### src/rtl/bic_pkg.sv
`default_nettype none
package bic_pkg;

    // field geometry
    localparam int ROWS      = 256;
    localparam int ROW_BYTES = 32;
    localparam int LOG_SIZE  = 8;
    localparam int NSCALES   = LOG_SIZE + 1;

    // payload widths
    localparam int CELL_W  = 8;
    localparam int SCALE_W = 4;
    localparam int CNT_W   = 17;
    localparam int IN_W    = ((CELL_W + 7) / 8) * 8;
    localparam int OUT_W   = ((SCALE_W + CNT_W + 7) / 8) * 8;
    localparam logic [CNT_W-1:0] COUNT_MAX = {CNT_W{1'b1}};

    // position counters and indexes
    localparam int BP_W  = (ROW_BYTES > 1) ? $clog2(ROW_BYTES) : 1;
    localparam int RP_W  = (ROWS > 1) ? $clog2(ROWS) : 1;
    localparam int IDX_W = (NSCALES > 1) ? $clog2(NSCALES) : 1;

    // one lane sees up to eight box groups of one byte
    localparam int GRP_W = CELL_W;
    localparam int INC_W = $clog2(GRP_W + 1);

    // masks of the cell pairs and nibbles of a byte
    localparam logic [CELL_W-1:0] PAIR_MASK   = 8'h03;
    localparam logic [CELL_W-1:0] NIBBLE_MASK = 8'h0F;

    // boxes per byte that keep a flag: pairs, nibbles, then one box end
    function automatic int flag_cnt(input int s);
        int n;
        if (s == 0) begin
            n = 0;
        end else if (s == 1) begin
            n = 4;
        end else if (s == 2) begin
            n = 2;
        end else begin
            n = 1;
        end
        return n;
    endfunction

    function automatic int flag_off(input int s);
        int n;
        n = 0;
        for (int j = 1; j < s; j++) begin
            n += flag_cnt(j);
        end
        return n;
    endfunction

    localparam int FLAG_BITS = flag_off(NSCALES);
    localparam int FLAG_W    = (FLAG_BITS > 0) ? FLAG_BITS : 1;

    typedef logic [CNT_W-1:0] t_count;
    typedef logic [NSCALES-1:0][CNT_W-1:0] t_count_vec;

    typedef struct packed {
        logic [GRP_W-1:0] occ;    // groups holding a set cell
        logic [GRP_W-1:0] en;     // groups that close this beat
        logic [GRP_W-1:0] old;    // stored flags of the groups
        logic             fresh;  // first row of a band: stored flags void
    } t_lane_in;

endpackage
`default_nettype wire

### src/rtl/bic_emit.sv
`default_nettype none
module bic_emit (
    input  wire logic                  i_clk,
    input  wire logic                  i_rst_n,
    input  wire logic                  i_load,
    input  wire bic_pkg::t_count_vec   i_counts,
    output logic                       o_free,
    output logic                       o_m_tvalid,
    input  wire logic                  i_m_tready,
    output logic [bic_pkg::OUT_W-1:0]  o_m_tdata,
    output logic                       o_m_tlast
);
    import bic_pkg::*;

    t_count_vec         r_cnt;
    logic               r_busy;
    logic [SCALE_W-1:0] r_idx;
    logic               beat;

    assign o_m_tvalid = r_busy;
    assign o_m_tlast  = (r_idx == SCALE_W'(LOG_SIZE));
    assign beat       = r_busy && i_m_tready;
    assign o_free     = !r_busy || (beat && o_m_tlast);
    assign o_m_tdata  = {{(OUT_W - SCALE_W - CNT_W){1'b0}}, r_cnt[r_idx[IDX_W-1:0]], r_idx};

    always_ff @(posedge i_clk) begin
        if (!i_rst_n) begin
            r_busy <= 1'b0;
            r_idx  <= '0;
        end else if (i_load) begin
            r_busy <= 1'b1;
            r_idx  <= '0;
        end else if (beat) begin
            if (o_m_tlast) begin
                r_busy <= 1'b0;
            end else begin
                r_idx <= r_idx + 1'b1;
            end
        end
    end

    always_ff @(posedge i_clk) begin
        if (i_load) begin
            r_cnt <= i_counts;
        end
    end

endmodule
`default_nettype wire

### config.mk
export PLATFORM = sky130hd
export DESIGN_NAME = bic_emit
export DESIGN_NICKNAME = d
export VERILOG_FILES = /design/src/rtl/bic_pkg.sv /design/src/rtl/bic_emit.sv
export SDC_FILE = /design/constraint.sdc
export NUM_CORES = 1
export LEC_CHECK = 0
export BUFFER_PORTS_ARGS = -buffer_cell sky130_fd_sc_hd__buf_2
export CAP_MARGIN = 10
export CELL_PAD_IN_SITES_DETAIL_PLACEMENT = 0
export CELL_PAD_IN_SITES_GLOBAL_PLACEMENT = 1
export CORE_AREA = 10 10 102 194
export DETAILED_ROUTE_END_ITERATION = 6
export DIE_AREA = 0 0 112 204
export GPL_ROUTABILITY_DRIVEN = 1
export GPL_TIMING_DRIVEN = 1
export PLACE_DENSITY_LB_ADDON = 0.1
export SETUP_SLACK_MARGIN = 0.4
export SLEW_MARGIN = 20
export SYNTH_ARGS = -nofsm -noshare
export SYNTH_HDL_FRONTEND = slang
export SYNTH_SLANG_ARGS = --single-unit
### constraint.sdc
create_clock -name i_clk -period 1.9 [get_ports i_clk]
set_clock_uncertainty 0.05 [all_clocks]
set_input_delay 0.38 -clock i_clk [delete_from_list [all_inputs] [get_ports i_clk]]
set_output_delay 0.38 -clock i_clk [all_outputs]
set_load 0.05 [all_outputs]
==> impl_metrics.json <==
{
  "status": "finished with violations",
  "violations": "negative setup slack",
  "root_buffer": "clkbuf_16",
  "grt_usage": 0.155,
  "start_util": 0.370,
  "num-nets-final": 726,
  "drive_gt1_frac": 0.668,
  "synth_cell_types": 30,
  "fp.dieW_um": 112,
  "yosys_warnings": 0,
  "vdd_ir_drop_max_uv": 695,
  "layout_setup_ws_ns": -0.521,
  "synthesis.area_mm2": 0.00617,
  "holdBufCountCts": 0,
  "first_global_vias": 4601,
  "async_flop_share": 0,
  "synth_enable_flop_cells": 153,
  "cts_buffer_depth": 2,
  "routabilityCongestion": 0.754,
  "synth_top_area_cell": "edfxtp_1",
  "clkLatencyLatePin_ns": 0.42,
  "fin_crit_sh": 1.27,
  "overflow": 0,
  "hpwl_um": 12800,
  "die_area_mm2": 0.0228,
  "grt_pass1_wl_um": 26400,
  "top_usage_layer": "met2",
  "tns_ns": -8.81,
  "ys.flop_type": "edfxtp_1",
  "wirelength_um": 17500,
  "worstPathArrival_ns": 1.99,
  "power_density_mw_per_mm2": 909,
  "cts.sinks": 158,
  "yosys.area.top_type_share": 0.745,
  "fin_crit_ns": 2.42,
  "hold_viol_final": 0,
  "drv_cap": 0,
  "grt_max_degree": 37,
  "ys_top_cells_by_area": "edfxtp_1 (74%), mux2_2 (6.2%), mux4_2 (5.1%), o31ai_1 (2.1%), o22ai_1 (1.7%)",
  "clkTransAtPathRegs_ns": 0.07,
  "fp.dieH_um": 204,
  "setup_viol": 19,
  "fmax_mhz": 413,
  "ant_nets": 0,
  "syn_to_final_growth_pct": 51.3,
  "n_fill_cell": 1377,
  "crit_type": "reg2out",
  "met1_usage": 0.144,
  "synthCells": 328,
  "cts_max_level": 4,
  "use_met2": 0.305,
  "avgSynthCellArea_um2": 18.8,
  "rsz0062_at_grt": "true",
  "io_pins": 184,
  "drtIter0Drc": 88,
  "crit_required_ns": 1.47,
  "vias_per_cell": 4.85,
  "coreArea_mm2": 0.0167,
  "met3_usage": 0.0447,
  "p_leak_nw": 3.54,
  "end_kind": "output port",
  "vias": 3820,
  "drtPass1Iterations": 4,
  "cts_tree": "yes",
  "yosysMostFrequentCell": "edfxtp_1",
  "path_max_fanout": 6,
  "startpoint_type": "flip-flop",
  "rows": 67,
  "antenna_found_initial": 1,
  "ys_seq_area_frac": 0.761,
  "drc_errors": 0,
  "dpl-instance-area_mm2": 0.00794,
  "synth_common_cells": "edfxtp_1 (153), mux2_2 (34), nand2_1 (19)",
  "ys_seq_elements": 158,
  "wl_per_cell_um": 22.3,
  "io_buffers": 180,
  "post-route-cell-area_mm2": 0.00933,
  "cts_made_buffers": 17,
  "slew_violations": 0,
  "worstHoldPathType": "in2reg"
}
where the power goes:
group | internal (W) | switching (W) | leakage (nW)
logic | 0.000422 | 0.000442 | 1.71
clock network | 0.00207 | 0.00136 | 0.285
registers | 0.00411 | 0.0000745 | 1.54
logic make-up after synthesis:
kind of cell | count (synthesis) | share of synthesized area
buffers and inverters | 25 | 0.0258
other | 1 | 0.000608
AOI/OAI and AO/OA | 43 | 0.0460
and+or+nand+nor | 47 | 0.0349
DFF | 158 | 0.761
adders and majority gates | 2 | 0.00406
muxes | 52 | 0.128
critical path, cell delays in order, from the launching register on:
cell	delay, ns
dfxtp_4	0.43
buf_12	0.14
buf_16	0.13
mux4_2	0.53
nor2_4	0.12
o31ai_4	0.07
buf_12	0.15
flip-flops by register name, indices dropped and copies added, names as in the netlist:
register / cells
r_cnt: 153
r_idx: 4
o_m_tvalid: 1
layer usage:
layer  part of all wire  vias up
li1                   -     1788
met1               0.32     1886
met2               0.60      127
met3              0.052       19
met4              0.022        0
met5                  0        -
path summary, 6_finish.rpt:
kind / endpoint / slack, ns / startpoint / cells past startpoint
hold / removal: r_cnt[96] / 0.08 / i_counts[96] / 1
setup reg to reg: r_idx[0] / 0.04 / r_idx[0] / 11
hold reg to reg: r_idx[2] / 0.58 / o_m_tvalid / 3
setup / recovery: o_m_tdata[14] / -0.52 / r_idx[0] / 6
repair_timing:
action	4_1_cts	5_1_grt
endpoints found under the hold margin	0	0
gates resized for setup	125	24
setup endpoints to repair	27	28
setup buffers	12	2
pin swaps	10	6
cloned	4	0
through the flow:
step	power, W	util	setup WS, ns	instances	hold WS (ns)
floorplan	0.00462	-	-0.278	330	0.429
detailed placement	0.00499	0.476	-0.289	737	0.508
CTS	0.00857	0.553	-0.551	784	0.0563
global route	0.00879	0.560	-0.600	787	0.0577
finish	0.00848	0.560	-0.521	787	0.0782
global placement	0.00496	0.476	-0.287	737	0.506
placed cells by master, fill, tap and decap left out, types with 4 or more instances in the layout:
master     instances
o31ai_4           17
nor2_4            13
buf_4             30
mux2_4            16
edfxtp_1         153
o22ai_2           11
mux2_2            18
nand2_1           19
nor2_2             4
dfxtp_4            4
buf_6             32
mux4_2            17
inv_6              4
clkbuf_16         17
buf_2            155
buf_16             4
buf_12            16
o22ai_4            6
layout make-up:
class / count / area [µm²] / share of cell area
diodes: 1 / 2.50 / 0.000268
clock buffers: 18 / 429 / 0.0460
clock inverters: 13 / 163 / 0.0174
inverters: 4 / 31.3 / 0.00335
multi-input cells: 147 / 1920 / 0.205
flip-flops and latches: 158 / 4710 / 0.505
well taps: 207 / 259 / 0.0277
repair buffers: 239 / 1820 / 0.195
No activity file was read; power rests on OpenSTA's default activity.
