**src/rtl/bic_pkg.sv**
```systemverilog
`default_nettype none
package bic_pkg;

    // field geometry
    localparam int ROWS      = 256;
    localparam int ROW_BYTES = 32;
    localparam int LOG_SIZE  = 8;
    localparam int NSCALES   = LOG_SIZE + 1;

    // payload widths
    localparam int CELL_W  = 8;
    localparam int SCALE_W = 4;
    localparam int CNT_W   = 17;
    localparam int IN_W    = ((CELL_W + 7) / 8) * 8;
    localparam int OUT_W   = ((SCALE_W + CNT_W + 7) / 8) * 8;
    localparam logic [CNT_W-1:0] COUNT_MAX = {CNT_W{1'b1}};

    // position counters and indexes
    localparam int BP_W  = (ROW_BYTES > 1) ? $clog2(ROW_BYTES) : 1;
    localparam int RP_W  = (ROWS > 1) ? $clog2(ROWS) : 1;
    localparam int IDX_W = (NSCALES > 1) ? $clog2(NSCALES) : 1;

    // one lane sees up to eight box groups of one byte
    localparam int GRP_W = CELL_W;
    localparam int INC_W = $clog2(GRP_W + 1);

    // masks of the cell pairs and nibbles of a byte
    localparam logic [CELL_W-1:0] PAIR_MASK   = 8'h03;
    localparam logic [CELL_W-1:0] NIBBLE_MASK = 8'h0F;

    // boxes per byte that keep a flag: pairs, nibbles, then one box end
    function automatic int flag_cnt(input int s);
        int n;
        if (s == 0) begin
            n = 0;
        end else if (s == 1) begin
            n = 4;
        end else if (s == 2) begin
            n = 2;
        end else begin
            n = 1;
        end
        return n;
    endfunction

    function automatic int flag_off(input int s);
        int n;
        n = 0;
        for (int j = 1; j < s; j++) begin
            n += flag_cnt(j);
        end
        return n;
    endfunction

    localparam int FLAG_BITS = flag_off(NSCALES);
    localparam int FLAG_W    = (FLAG_BITS > 0) ? FLAG_BITS : 1;

    typedef logic [CNT_W-1:0] t_count;
    typedef logic [NSCALES-1:0][CNT_W-1:0] t_count_vec;

    typedef struct packed {
        logic [GRP_W-1:0] occ;    // groups holding a set cell
        logic [GRP_W-1:0] en;     // groups that close this beat
        logic [GRP_W-1:0] old;    // stored flags of the groups
        logic             fresh;  // first row of a band: stored flags void
    } t_lane_in;

endpackage
`default_nettype wire

```
**src/rtl/bic_lane.sv**
```systemverilog
`default_nettype none
module bic_lane (
    input  wire logic             i_clk,
    input  wire logic             i_rst_n,
    input  wire logic             i_fire,
    input  wire logic             i_clear,
    input  wire bic_pkg::t_lane_in i_grp,
    output logic [bic_pkg::GRP_W-1:0] o_flags,
    output bic_pkg::t_count       o_total
);
    import bic_pkg::*;

    logic [GRP_W-1:0] eff_old;
    logic [GRP_W-1:0] hit;
    logic [INC_W-1:0] inc;
    logic [CNT_W:0]   sum;
    t_count           r_count;
    t_count           n_count;

    always_comb begin
        eff_old = i_grp.fresh ? '0 : i_grp.old;
        hit     = i_grp.occ & i_grp.en & ~eff_old;
        o_flags = eff_old | (i_grp.occ & i_grp.en);
        inc     = '0;
        for (int i = 0; i < GRP_W; i++) begin
            inc = inc + INC_W'(hit[i]);
        end
        sum     = {1'b0, r_count} + (CNT_W + 1)'(inc);
        // saturate at the top of the count range
        n_count = sum[CNT_W] ? COUNT_MAX : sum[CNT_W-1:0];
    end

    assign o_total = n_count;

    always_ff @(posedge i_clk) begin
        if (!i_rst_n) begin
            r_count <= '0;
        end else if (i_fire) begin
            r_count <= i_clear ? '0 : n_count;
        end
    end

endmodule
`default_nettype wire

```
**config.mk**
```make
export PLATFORM = sky130hd
export DESIGN_NAME = bic_lane
export DESIGN_NICKNAME = d
export VERILOG_FILES = /design/src/rtl/bic_pkg.sv /design/src/rtl/bic_lane.sv
export SDC_FILE = /design/constraint.sdc
export NUM_CORES = 1
export LEC_CHECK = 0
export BUFFER_PORTS_ARGS = -buffer_cell sky130_fd_sc_hd__buf_4
export CORE_ASPECT_RATIO = 1.25
export CORE_MARGIN = 10
export CORE_UTILIZATION = 26
export CTS_BUF_LIST = sky130_fd_sc_hd__clkbuf_8 sky130_fd_sc_hd__clkbuf_16
export CTS_CLUSTER_SIZE = 30
export DETAILED_ROUTE_END_ITERATION = 7
export MAX_ROUTING_LAYER = met4
export SLEW_MARGIN = 10
export SYNTH_ARGS = -nofsm -noshare
export SYNTH_HDL_FRONTEND = slang
export SYNTH_SLANG_ARGS = --single-unit
export TNS_END_PERCENT = 20
```
**constraint.sdc**
```tcl
create_clock -name i_clk -period 5.6 [get_ports i_clk]
set_clock_uncertainty 0.05 [all_clocks]
set_input_delay 1.12 -clock i_clk [delete_from_list [all_inputs] [get_ports i_clk]]
set_output_delay 1.12 -clock i_clk [all_outputs]
set_load 0.01 [all_outputs]
```
==> metrics.txt, run 1 <==
status=finished, violations left; violated checks=setup timing; Hold EP=r_count[0]; Largest register FFs=17; Fillers=614; GP Congestion=0.761; Netlist cell types=47; clk_lat worst skew=0.26 ns; power per cell area=154 nW/um^2; Via Count=1736; Pre-antenna DRT Iters=4; Post-synth EDFFs=0; top-count cell post-synth=nand2_1; commonest cells in the netlist=nand2_1, a21oi_1, dfxtp_1, inv_1; initial core utilization=26.8%; Syn Area/Cell=7.46 sq um; R2R cell count=13; fin crit share=105%; Site Rows=31; max_cap viols=0; met3 usage=2.58%; Mapped Area=1560 sq um; drc violations=0; r2r setup slk=2.27 ns; register area share after synthesis=21.8%; Hold Path Class=reg2reg; Yosys warnings=0; hold slack=0.444 ns; Syn-to-layout area delta=51.0%; Hold Path Origin=r_count[0]; PortBufs=53; H-Tree Depth=1; CTS tree=yes; critical path required time=4.43 ns; ys async rst share=0%; drt total wl=5.08 mm; Setup Crit Path Kind=in2out; Final min period=5.87 ns; grt met1 use=13.5%; clk buf depth=2; initial antenna violation count=0; critical path fanouts, max=4; die height=107 um; layout cells sized above 1=40.7%; DR iter-0 viols=83; DPL Wire Length=4.04 mm; #FFs+latches synth=17; core area=5820 sq um; grt ovf=0; Yosys top cell area share=21.8%; Peak Freq=0.170 GHz; antenna-violating nets left=0; Worst VDD drop=0.0814 mV; top post-synthesis cells by area=dfxtp_1, nand2_1, fa_1, a21oi_1, ha_1; RR Startpoint=r_count[0]; Finish-stage setup viols=7; Slew headroom=72.2%; area leader, netlist=dfxtp_1; first-pass GRT wire length=8.29 mm; Biggest register=r_count; setup TNS=-1.09 ns; Reg2Reg Capture Point=r_count[16]; syn_nets=249; met2 Use GR=17.2%; Largest regs=r_count (17); # IOs=54; WP data arrival=4.70 ns; Pins Over Slew Limit=0; Leak=0.00108 uW; worst-margin pin slew=0.417 ns; via-per-instance ratio=4.95; CTS root buf=clkbuf_8; Wirelength per Cell=14.5 um; overall power=363 uW; Worst Slack Setup Final=-0.271 ns; WHS Path Cells=2; unrepaired setup endpoints after global routing=yes; CP startpoint kind=primary input; Antenna Cells=0; Syn Inst Count=209; vias in the first global route=1738; die area=9510 sq um; largest net degree at the start of global routing=18; Final nets=326; Hold Fails Final Rpt=0; die width=89.3 um; clock sink count=17; Crit. End Element=output pin; Most Crowded Layer GR=met2; Post-synth top flop=dfxtp_1; Total GRT Usage=10.8%; clk slew on worst S/H paths=0.07 ns; TritonCTS Buffers=3
-- metal layers --
metal	part of all wire (%)	routed length, um	vias up
met5	0	0	-
met4	0.85	43	0
met3	7.3	371	5
met2	45	2290	56
met1	47	2370	775
li1	-	-	900
-- cells in the final DEF (no fill, tap or decap), types with 2 or more instances in the layout --
cell / netlist / final
a21oi_1: 18 / 16
a31o_2: 2 / 2
a31oi_1: 3 / 2
and3_1: 6 / 5
and4_1: 4 / 4
buf_4: 1 / 75
buf_6: 0 / 3
clkbuf_8: 0 / 3
dfxtp_1: 17 / 17
fa_1: 5 / 3
fa_2: 0 / 2
ha_1: 6 / 6
inv_1: 17 / 15
nand2_1: 33 / 30
nand2_2: 2 / 5
nand3_1: 15 / 12
nand3_2: 0 / 3
nand4_1: 2 / 2
nor2_1: 15 / 13
nor2_4: 1 / 2
nor3_1: 9 / 9
nor4_1: 3 / 3
o21a_1: 4 / 4
o21ai_0: 12 / 10
o21ai_1: 1 / 3
xnor2_1: 2 / 2
xor2_1: 3 / 3
-- where the power goes --
| part | switching, uW | internal (uW) |
|---|---|---|
| sequential | 1.26 | 123 |
| combinational | 66.8 | 74.1 |
| clock | 48.7 | 49.6 |
-- cell families after synthesis --
family          Yosys count  share of synthesized area (%)
xor+xnor                  5                           2.81
flops                    17                           21.8
fa+ha+maj                11                           11.2
compound gates           49                           20.5
buf+inv                  25                           6.66
mux                       2                           1.36
simple gates            100                           35.6
-- stage by stage --
stage | std cells | setup WS, ns | instance area [sq um] | utilization, %
3_5_place_dp | 343 | -0.345 | 2210 | 37.9
3_3_place_gp | 343 | -0.324 | 2210 | 37.9
6_report | 351 | -0.271 | 2350 | 40.5
2_1_floorplan | 209 | -0.0673 | 1600 | -
5_1_grt | 351 | -0.429 | 2350 | 40.5
4_1_cts | 350 | -0.289 | 2290 | 39.4
-- worst max-delay path, cell delays in order --
cell and delay (ns):
buf_8 0.08, clkinvlp_4 0.12, nand2_2 0.09, nand3_2 0.07, fa_1 0.50, fa_1 0.49, inv_1 0.05, fa_1 0.49
fa_2 0.21, inv_2 0.04, fa_2 0.35, nand2b_4 0.17, a211oi_4 0.27, and4bb_2 0.31, nor2_2 0.05, a31oi_2 0.14
buf_4 0.14
-- how the worst max path moves through the flow --
stage,startpoint,endpoint,slack [ns],cells past startpoint
after global placement,i_grp[0],o_total[8],-0.32,17
after CTS,i_grp[0],o_total[16],-0.29,17
after global routing,i_grp[0],o_total[16],-0.43,17
after detailed placement,i_grp[0],o_total[14],-0.35,17
final,i_grp[0],o_total[16],-0.27,17
after floorplan,i_grp[0],o_total[16],-0.07,15
-- what timing repair did --
| action | CTS | global route |
|---|---|---|
| pin swaps | 4 | 2 |
| hold buffers | 0 | 0 |
| setup endpoints to repair | 17 | 17 |
| gates resized for setup | 7 | 12 |
| buffers inserted | 3 | 1 |
| hold endpoints to repair | 0 | 0 |
-- area by class of cell --
type                            instances  area (sq um)  area share (%)
Inverter                               18          71.3            3.03
Clock buffer                            3          41.3            1.75
Multi-Input combinational cell        167          1200            51.1
Sequential cell                        17           340            14.5
Timing Repair Buffer                   79           612            26.0
Clock inverter                          1          5.00           0.213
Tap cell                               66          82.6            3.51
(Power assumes the default switching activity.)
==> inputs of run 2 (changes only) <==
--- a/config.mk
+++ b/config.mk
@@ -14,4 +14,5 @@
 export DETAILED_ROUTE_END_ITERATION = 7
 export MAX_ROUTING_LAYER = met4
+export SETUP_SLACK_MARGIN = 0.1
 export SLEW_MARGIN = 10
 export SYNTH_ARGS = -nofsm -noshare
==> constraint.sdc (replaced) <==
create_clock -name i_clk -period 5.6 [get_ports i_clk]
set_clock_uncertainty 0.05 [all_clocks]
set_input_delay 1.4 -clock i_clk [delete_from_list [all_inputs] [get_ports i_clk]]
set_output_delay 1.4 -clock i_clk [all_outputs]
set_load 0.01 [all_outputs]
==> metrics.txt, run 2 (same netlist as run 1, synthesis figures left out) <==
Pre-antenna DRT Iters=4 (unchanged); Worst Slack Setup Final=-0.884 ns (was -0.271 ns); Pins Over Slew Limit=0 (unchanged); Final nets=334 (was 326); Biggest register=r_count (unchanged); Wirelength per Cell=14.4 um (was 14.5 um); power per cell area=149 nW/um^2 (was 154 nW/um^2); Hold Path Class=reg2reg (unchanged); drt total wl=5.16 mm (was 5.08 mm); die area=9510 sq um (unchanged); # IOs=54 (unchanged); critical path fanouts, max=5 (was 4); CTS root buf=clkbuf_8 (unchanged); via-per-instance ratio=4.94 (was 4.95); most frequent cells in the layout=buf_4, nand2_1, dfxtp_1 (unchanged); die height=107 um (unchanged); clk slew on worst S/H paths=0.08 ns (was 0.07 ns); GP Congestion=0.785 (was 0.761); hold slack=0.448 ns (was 0.444 ns); CP startpoint kind=primary input (unchanged); WHS Path Cells=2 (unchanged); Slew headroom=68.8% (was 72.2%); Place WS=-0.931 ns (was -0.345 ns); Leak=0.00112 uW (was 0.00108 uW); post-placement cell area=2280 sq um (was 2210 sq um); Hold EP=r_count[0] (unchanged); Syn-to-layout area delta=57.7% (was 51.0%); first-pass GRT wire length=8.20 mm (was 8.29 mm); unrepaired setup endpoints after global routing=yes (unchanged); Antenna Cells=0 (unchanged); Largest register FFs=17 (unchanged); initial core utilization=26.8% (unchanged); r2r setup slk=2.22 ns (was 2.27 ns); worst-margin pin slew=0.467 ns (was 0.417 ns); R2R cell count=13 (unchanged); DPL Wire Length=4.16 mm (was 4.04 mm); Crit. End Element=output pin (unchanged); core area=5820 sq um (unchanged); Via Count=1775 (was 1736); Hold Fails Final Rpt=0 (unchanged); H-Tree Depth=1 (unchanged); WP data arrival=5.03 ns (was 4.70 ns); layout cells sized above 1=43.7% (was 40.7%); Total GRT Usage=10.8% (about the same); initial antenna violation count=0 (unchanged); Site Rows=31 (unchanged); RR Startpoint=r_count[0] (unchanged); overall power=365 uW (was 363 uW); Largest regs=r_count (17) (unchanged); Finished Cell Area=2460 sq um (was 2350 sq um); clk buf depth=2 (unchanged); Final min period=6.48 ns (was 5.87 ns); DR iter-0 viols=50 (was 83); Peak Freq=0.154 GHz (was 0.170 GHz); Fillers=589 (was 614); status=finished, violations left (unchanged); clock sink count=17 (unchanged); Worst VDD drop=0.0965 mV (was 0.0814 mV); commonest non-fill, non-tap cell in the layout=buf_4 (unchanged); antenna-violating nets left=0 (unchanged); violated checks=setup timing (unchanged); CTS tree=yes (unchanged); largest net degree at the start of global routing=18 (unchanged); critical path required time=4.15 ns (was 4.43 ns); Final Util=42.3% (was 40.5%); vias in the first global route=1707 (was 1738); Reg2Reg Capture Point=r_count[16] (unchanged); PortBufs=53 (unchanged); fin crit share=116% (was 105%); grt ovf=0 (unchanged); clk_lat worst skew=0.27 ns (was 0.26 ns); drc violations=0 (unchanged); Hold Path Origin=r_count[0] (unchanged); Finish-stage setup viols=17 (was 7); die width=89.3 um (unchanged); Setup Crit Path Kind=in2out (unchanged); TritonCTS Buffers=3 (unchanged); max_cap viols=0 (unchanged)
[run 2: what timing repair did]
item | CTS | global route
setup endpoints to repair | 17 | 17
resized for setup | 6 | 23
buffers inserted | 0 | 2
hold buffers | 0 | 0
cloned | 0 | 0
pin swaps | 5 | 7
[run 2: layout make-up]
cell class / instances / area [sq um] / share of cell area [%]
Inverter: 18 / 71.3 / 2.90
Sequential cell: 17 / 340 / 13.8
Clock buffer: 3 / 41.3 / 1.68
Timing Repair Buffer: 87 / 687 / 27.9
Tap cell: 66 / 82.6 / 3.36
Clock inverter: 1 / 5.00 / 0.204
Multi-Input combinational cell: 167 / 1230 / 50.1
[run 2: per-stage QoR]
| step | std cells | setup TNS (ns) |
|---|---|---|
| 4_1_cts | 357 | -12.32 |
| 3_5_place_dp | 353 | -13.20 |
| 5_1_grt | 359 | -13.10 |
| 3_3_place_gp | 353 | -12.08 |
| 6_report | 359 | -10.55 |
| 2_1_floorplan | 209 | -6.02 |
[run 2: how the worst max path moves through the flow]
stage | startpoint | to | slack, ns | depth (start not counted)
after global placement | i_grp[0] | o_total[8] | -0.88 | 17
after CTS | i_grp[0] | o_total[14] | -0.89 | 17
after detailed placement | i_grp[0] | o_total[16] | -0.93 | 17
after floorplan | i_grp[0] | o_total[16] | -0.63 | 15
after global routing | i_grp[0] | o_total[14] | -1.06 | 17
final | i_grp[0] | o_total[14] | -0.88 | 17
[run 2: per-layer routing]
layer	vias up	part of all wire (%)	wire, um	GRT usage [%]
li1	906	-	-	-
met1	809	45	2350	13.5
met2	54	46	2380	16.7
met3	6	7.2	373	2.42
met4	0	1.2	61	3.42
met5	-	0	0	-
[run 2: critical path: stages]
cell and delay, ns:
buf_8 0.08, clkinvlp_4 0.12, nand2_2 0.09, nand3_2 0.07
fa_1 0.50, fa_1 0.50, inv_1 0.05, fa_1 0.49
fa_2 0.22, inv_2 0.04, fa_2 0.35, nand2b_4 0.17
a211oi_4 0.28, nor4b_4 0.27, buf_4 0.16, o21a_1 0.13
buf_6 0.10
[run 2: report_power, final]
group	total [uW]	switching (uW)	internal (uW)
sequential	124	1.33	123
combinational	143	67.4	75.1
clock	98.3	48.7	49.6
==> inputs of run 3 (changes only) <==
HOLD_SLACK_MARGIN = 0.12   (was unset)
REMOVE_ABC_BUFFERS = 1   (was unset)
==> metrics.txt, run 3 (same netlist as run 1, synthesis figures left out) <==
WP data arrival=4.99 ns (was 5.03 ns); CP startpoint kind=primary input (unchanged); worst-margin pin slew=0.425 ns (was 0.467 ns); clk buf depth=2 (unchanged); Site Rows=31 (unchanged); unrepaired setup endpoints after global routing=yes (unchanged); Finish-stage setup viols=18 (was 17); Largest regs=r_count (17) (unchanged); initial antenna violation count=0 (unchanged); initial core utilization=26.8% (unchanged); Reg area=340 sq um (unchanged); Hold Path Origin=r_count[0] (unchanged); H-Tree Depth=1 (unchanged); die area=9510 sq um (unchanged); Wirelength per Cell=14.5 um (was 14.4 um); core area=5820 sq um (unchanged); clk_lat worst skew=0.25 ns (was 0.27 ns); DPL Wire Length=3.98 mm (was 4.16 mm); r2r setup slk=2.26 ns (was 2.22 ns); R2R cell count=13 (unchanged); layout cells sized above 1=47.0% (was 43.7%); Worst VDD drop=0.0735 mV (was 0.0965 mV); # IOs=54 (unchanged); power per cell area=144 nW/um^2 (was 149 nW/um^2); Via Count=1893 (was 1775); clock sink count=17 (unchanged); CTS root buf=clkbuf_8 (unchanged); critical path fanouts, max=5 (unchanged); Hold EP=r_count[0] (unchanged); vias in the first global route=1944 (was 1707); die height=107 um (unchanged); die width=89.3 um (unchanged); grt ovf=0 (unchanged); Fillers=572 (was 589); Slew headroom=71.6% (was 68.8%); DP Cell Count=349 (was 353); hold buffers post-CTS=0 (unchanged); Peak Freq=0.155 GHz (was 0.154 GHz); Hold Path Class=reg2reg (unchanged); commonest non-fill, non-tap cell in the layout=buf_4 (unchanged); violated checks=setup timing (unchanged); status=finished, violations left (unchanged); antenna-violating nets left=0 (unchanged); drc violations=0 (unchanged); clk slew on worst S/H paths=0.07 ns (was 0.08 ns); Reg2Reg Capture Point=r_count[14] (was r_count[16]); largest net degree at the start of global routing=18 (unchanged); Final nets=356 (was 334); Final min period=6.44 ns (was 6.48 ns); Biggest register=r_count (unchanged); PortBufs=53 (unchanged); setup TNS=-10.68 ns (was -10.55 ns); Setup Crit Path Kind=in2out (unchanged); area of the multi-input gates=1210 sq um (was 1230 sq um); Pre-antenna DRT Iters=4 (unchanged); first-pass GRT wire length=8.87 mm (was 8.20 mm); Largest register FFs=17 (unchanged); Crit. End Element=output pin (unchanged); drt total wl=5.52 mm (was 5.16 mm); fin crit share=115% (was 116%); Hold Fails Final Rpt=0 (unchanged); Leak=0.00124 uW (was 0.00112 uW); critical path required time=4.15 ns (about the same); Antenna Cells=0 (unchanged); CTS tree=yes (unchanged); Total GRT Usage=11.7% (was 10.8%); max_cap viols=0 (unchanged); via-per-instance ratio=4.97 (was 4.94); RR Startpoint=r_count[0] (unchanged); DR iter-0 viols=33 (was 50); non-filler cells, final=381 (was 359); WHS Path Cells=2 (unchanged); GP Congestion=0.795 (was 0.785); TritonCTS Buffers=3 (unchanged); most frequent cells in the layout=buf_4, nand2_1, a21oi_1 (was buf_4, nand2_1, dfxtp_1); Pins Over Slew Limit=0 (unchanged); Worst Slack Setup Final=-0.841 ns (was -0.884 ns); Syn-to-layout area delta=67.3% (was 57.7%)
==> run 3: cell count changes in the layout (fill, tap and decap cells not counted), sizes merged <==
cell | before | now
buf | 87 | 109
clkinv | 2 | 1
clkinvlp | 1 | 0
inv | 16 | 18
==> run 3: repair_timing <==
action / CTS / global route
pin swaps: 11 / 12
setup endpoints to repair: 17 / 18
setup buffers: 29 / 2
gates resized for setup: 18 / 20
==> run 3: power breakdown <==
part / leakage, uW / switching, uW / internal (uW)
Combinational: 0.00107 / 71.8 / 86.6
Clock: 0.0000269 / 43.4 / 48.7
Sequential: 0.000137 / 1.17 / 123
==> run 3: critical path, stage by stage <==
cell,delay [ns]
buf_12,0.11
inv_8,0.06
nand2_2,0.06
nand3_2,0.07
fa_2,0.45
fa_1,0.56
inv_2,0.04
fa_1,0.55
fa_2,0.21
inv_2,0.04
fa_2,0.33
nand2b_4,0.17
a211oi_4,0.27
nor4b_4,0.29
buf_4,0.16
o21a_1,0.11
buf_6,0.10
==> run 3: final cells by class <==
type	count	share of cell area, %
Clock inverter	1	0.144
Tap cell	66	3.17
Multi-Input combinational cell	167	46.4
Inverter	18	2.88
Timing Repair Buffer	109	32.8
Clock buffer	3	1.58
Sequential cell	17	13.1
==> run 3: worst max-delay path by stage <==
stage | startpoint | endpoint | slack [ns] | depth (start not counted)
final | i_grp[0] | o_total[14] | -0.84 | 17
after global routing | i_grp[0] | o_total[14] | -1.01 | 17
after CTS | i_grp[0] | o_total[14] | -0.85 | 17
after detailed placement | i_grp[0] | o_total[14] | -1.14 | 17
after global placement | i_grp[0] | o_total[14] | -1.08 | 17
after floorplan | i_grp[0] | o_total[16] | -0.81 | 15
==> run 3: per-layer routing <==
| layer | part of all wire (%) | global-route usage, % | vias to the layer above |
|---|---|---|---|
| met4 | 1.3 | 4.33 | 0 |
| li1 | - | - | 952 |
| met3 | 8.8 | 2.80 | 6 |
| met5 | 0 | - | - |
| met2 | 50 | 20.3 | 64 |
| met1 | 40 | 12.3 | 871 |
==> run 3: through the flow <==
step	util (%)	total power, uW	hold slack, ns	setup WS (ns)	instance area [sq um]
6_report	44.8	375	0.446	-0.841	2610
3_5_place_dp	38.0	261	0.436	-1.14	2210
2_1_floorplan	-	182	0.402	-0.812	1520
4_1_cts	43.3	372	0.451	-0.848	2520
3_3_place_gp	38.0	259	0.417	-1.08	2210
5_1_grt	44.8	398	0.477	-1.01	2610
